--- src/rtl/chs_ram.sv ---
// ----------------------------------------------------------------------------
// Generic RAM
// One write port and two read ports, registered read, read before write.
// ----------------------------------------------------------------------------
module chs_ram #(
    parameter int WIDTH = 32,
    parameter int DEPTH = 16
) (
    input  logic                     i_clk,
    input  logic                     i_we,
    input  logic [$clog2(DEPTH)-1:0] i_waddr,
    input  logic [WIDTH-1:0]         i_wdata,
    input  logic [$clog2(DEPTH)-1:0] i_raddr_a,
    input  logic [$clog2(DEPTH)-1:0] i_raddr_b,
    output logic [WIDTH-1:0]         o_rdata_a,
    output logic [WIDTH-1:0]         o_rdata_b
);

    logic [WIDTH-1:0] r_mem [DEPTH];
    logic [WIDTH-1:0] r_rdata_a;
    logic [WIDTH-1:0] r_rdata_b;

    // Storage and registered reads.
    always_ff @(posedge i_clk) begin
        if (i_we) begin
            r_mem[i_waddr] <= i_wdata;
        end
        r_rdata_a <= r_mem[i_raddr_a];
        r_rdata_b <= r_mem[i_raddr_b];
    end

    assign o_rdata_a = r_rdata_a;
    assign o_rdata_b = r_rdata_b;

endmodule

--- config.mk ---
export PLATFORM = sky130hd
export DESIGN_NAME = chs_ram
export DESIGN_NICKNAME = d
export VERILOG_FILES = /design/src/rtl/chs_ram.sv
export SDC_FILE = /design/constraint.sdc
export NUM_CORES = 1
export LEC_CHECK = 0
export ABC_AREA = 1
export BUFFER_PORTS_ARGS = -buffer_cell sky130_fd_sc_hd__buf_2
export CORE_MARGIN = 1
export CORE_UTILIZATION = 48
export DETAILED_ROUTE_END_ITERATION = 10
export SLEW_MARGIN = 20
export SYNTH_ARGS = -nofsm -noshare
export SYNTH_HDL_FRONTEND = slang
export SYNTH_SLANG_ARGS = --single-unit
--- constraint.sdc ---
create_clock -name i_clk -period 2.7 [get_ports i_clk]
set_input_delay 0.135 -clock i_clk [delete_from_list [all_inputs] [get_ports i_clk]]
set_output_delay 0.135 -clock i_clk [all_outputs]
set_load 0.01 [all_outputs]
# After elaboration in Yosys (flattened, before gate mapping)
# Memory sizes are Yosys's and may differ from the RTL's. A register that Yosys moved wholly into a read port is not among the register bits.
# Cells that the tools add are included.
# W data, S select, Z words.
[totals]
register_bits = 0
latchBits = 0
ramBits = 512
mem_bits_ro = 0
input_bits = 46
output_inout_bits = 64
word_cells = 3
memories = 1
[memory_table]
columns = ["memory", "words", "width", "read_ports", "rd_clocked_by_memory_dff", "wr", "line", "text"]
rows = [
  ["r_mem", 16, 32, 2, 2, 1, "19", "logic [WIDTH-1:0] r_mem [DEPTH];"],
]
[op_classes]
n_addsub = 0
multipliers = 0
div_mod_pow = 0
magnitude_cmp = 0
n_eq_ne = 0
shifts = 0
mux = 2
bitwise_logic = 0
n_reduce_logical = 0
[op_table]
columns = ["operator", "count"]
rows = [
  ["$mux W1", 2],
]

# Longest topological paths before layout
[logic_depth]
depth_word = 2
ltp_mapped = 9
ltp_nobuf = 6

# Worst setup path before layout
# Ideal clock, no wire load.
[synth_path]
kind = "in2reg"
start = "input port i_waddr[2]"
end = "memory r_mem[10][0] (enable)"
setup_time_ps = 421
arrival_ps = 1707
required_time_ps = 2279
path_slack_ps = 572
cell_stages = 2
path_buffers = 0
cell_sequence = "nand3b_1 -> nor2_1"
[synth_lines]
columns = ["element", "line", "text"]
rows = [
  ["start, declared", "11", "input logic [$clog2(DEPTH)-1:0] i_waddr,"],
  ["end, declared", "19", ""],
]
# No word-level cell before the write port.

==> metrics.txt <==
IO buf count=109; Initial DRC Count=around 2300; met3 GRT Util=0.0453; critical path launch point=i_raddr_a[0]; reg2reg start=r_mem[13][24]$_DFFE_PP_; die area=0.0607 mm²; CTS Buf Count=67; Total GRT Usage=0.284; Placer Congestion=0.814; max-cap violations=0; synthesized flop and latch total=576; via count=23600; drt total wl=85900 µm; status=finished clean; clk sinks=576; part of the cycle the worst path needs=0.490; Synth area leader=edfxtp_1; min Tclk post-route=1.32 ns; Final Max Tran Viols=0; synth top area cells=edfxtp_1, nand3_1, nand2_1, inv_1, dfxtp_1; gr ovfl total=0; post-synth top area share=0.536; Synth Instances=3317; DP HPWL=approximately 45000 µm; first-pass iteration count of the detailed router=6; share of layout cells above drive strength 1=0.0824; post-route ant nets=0; initial antenna violation count=1; pre-CTS WS=0.807 ns; post-CTS setup repair buffer count=0; # IOs=110; CP endpoint kind=flop; GR Layer Usage met2=0.469; Longest Clk Path Bufs=3; RSZ-0062 raised after global routing=no; first-pass GRT wire length=131000 µm; DR WL/cell=20.5 µm; # H-tree levels=3; row count=between 80 and 90; most frequent cells in the layout=nand2_1, nand3_1, inv_1, edfxtp_1, buf_2; via density per instance=5.63; CP Data Required Time=approximately 3.2 ns; Syn Std Cell Area=between 0.02 and 0.03 mm²; Root Buffer=clkbuf_16; Initial Util=0.486; final hold vios=0; Fin Clk Skew=0.0189 ns; Setup WS post-layout=1.38 ns; Hold Path Class=in -> reg; Synth-to-Final Area Change=12.0%; post_cts resized=0; DP Area=between 0.02 and 0.03 mm²; Yosys warning total=0; largest net degree at the start of global routing=159; Synth Net Count=3363; worst-path fanout max=76; fin area=0.0321 mm²; worst path arrival time=between 1.5 and 2 ns; grt met1 use=0.362; clk slew on worst S/H paths=0.06 ns; PD cells=650 mW/mm²; Post-Syn Area per Cell=8.64 µm²; worst vdd ir=0.000550 V; commonest non-fill, non-tap cell in the layout=nand2_1; setup TNS=0 ns; # nets final=3417; sequential-to-total area share from yosys stat=0.581; CTS tree=yes; Worst setup SP type=primary input; worst hold margin=~0.16 ns; critical path class=in -> reg; fin cells=~4200; Slew headroom=0.284; Core Footprint=0.0590 mm²; Unique masters post-synth=15; Die X-Extent=246 µm; hold_sp=i_raddr_a[0]; final setup violating endpoints=0; Fmax achieved=756 MHz; DP Cell Count=about 4000; number of hold buffers added after cts=32; vias in the first global route=23600; P_leak=14.3 nW; Clock Latency Late Sink=0.60 ns; GRT busiest layer=met2; Die Span Y=between 200 and 250 µm; Worst Max-Slew Pin Slew=1.07 ns; Post-route DRC=0
## critical path, cell delays in order
cell and delay [ns]:
clkbuf_8 0.24, buf_4 0.72, nand2_1 0.11, nand3_1 0.13, nand3_1 0.10, nand3_1 0.19
nand2_1 0.07
## per-layer routing
metal / vias up / share of wire
met5: - / 0
met4: 0 / 0.040
met3: 248 / 0.085
met2: 1297 / 0.48
met1: 11300 / 0.40
li1: 10800 / -
## power by group
part	switching [W]	internal (W)
combinational	0.00145	0.000609
sequential	0.0000854	0.00997
clock	0.00358	0.00519
## flip-flops by register name, summed over array words and instances, names as in the netlist
signal	flops
o_rdata_a	32
o_rdata_b	32
r_mem	512
## final cells by class
type	count	area (µm²)
Timing Repair Buffer	195	1590
Inverter	522	1980
Clock inverter	20	129
Sequential cell	576	16700
Antenna cell	1	2.50
Fill cell	5244	26900
Tap cell	773	967
Clock buffer	101	1990
Multi-Input combinational cell	2009	8790
## worst paths after layout
path                                end  slack (ns)  cells past startpoint
setup / recovery   o_rdata_a[4]$_DFF_P_        1.38                      7
hold / removal    o_rdata_a[10]$_DFF_P_        0.16                      6
setup reg to reg  o_rdata_b[24]$_DFF_P_        1.55                      6
hold reg to reg   o_rdata_a[12]$_DFF_P_        0.68                      6
## synthesized netlist by cell type
cell type  number
inv_4           2
dfxtp_1        64
inv_1         518
buf_1          21
buf_8           2
clkbuf_1       13
buf_2         110
nand3b_1        2
nand2_1      1093
nor2_1         17
inv_2           2
buf_6          51
buf_4          13
nand3_1       897
edfxtp_1      512
## stage by stage
| step | power [W] | utilization |
|---|---|---|
| 2_1_floorplan | 0.0115 | - |
| 4_1_cts | 0.0210 | 0.544 |
| 3_5_place_dp | 0.0122 | 0.503 |
| 5_1_grt | 0.0216 | 0.544 |
| 6_report | 0.0209 | 0.544 |
| 3_3_place_gp | 0.0122 | 0.503 |
## kinds of logic after synthesis
family	synth area share
buffers and inverters	0.117
flip-flops	0.581
AND/OR/NAND/NOR	0.302
Power figures use the tool's default switching activity.
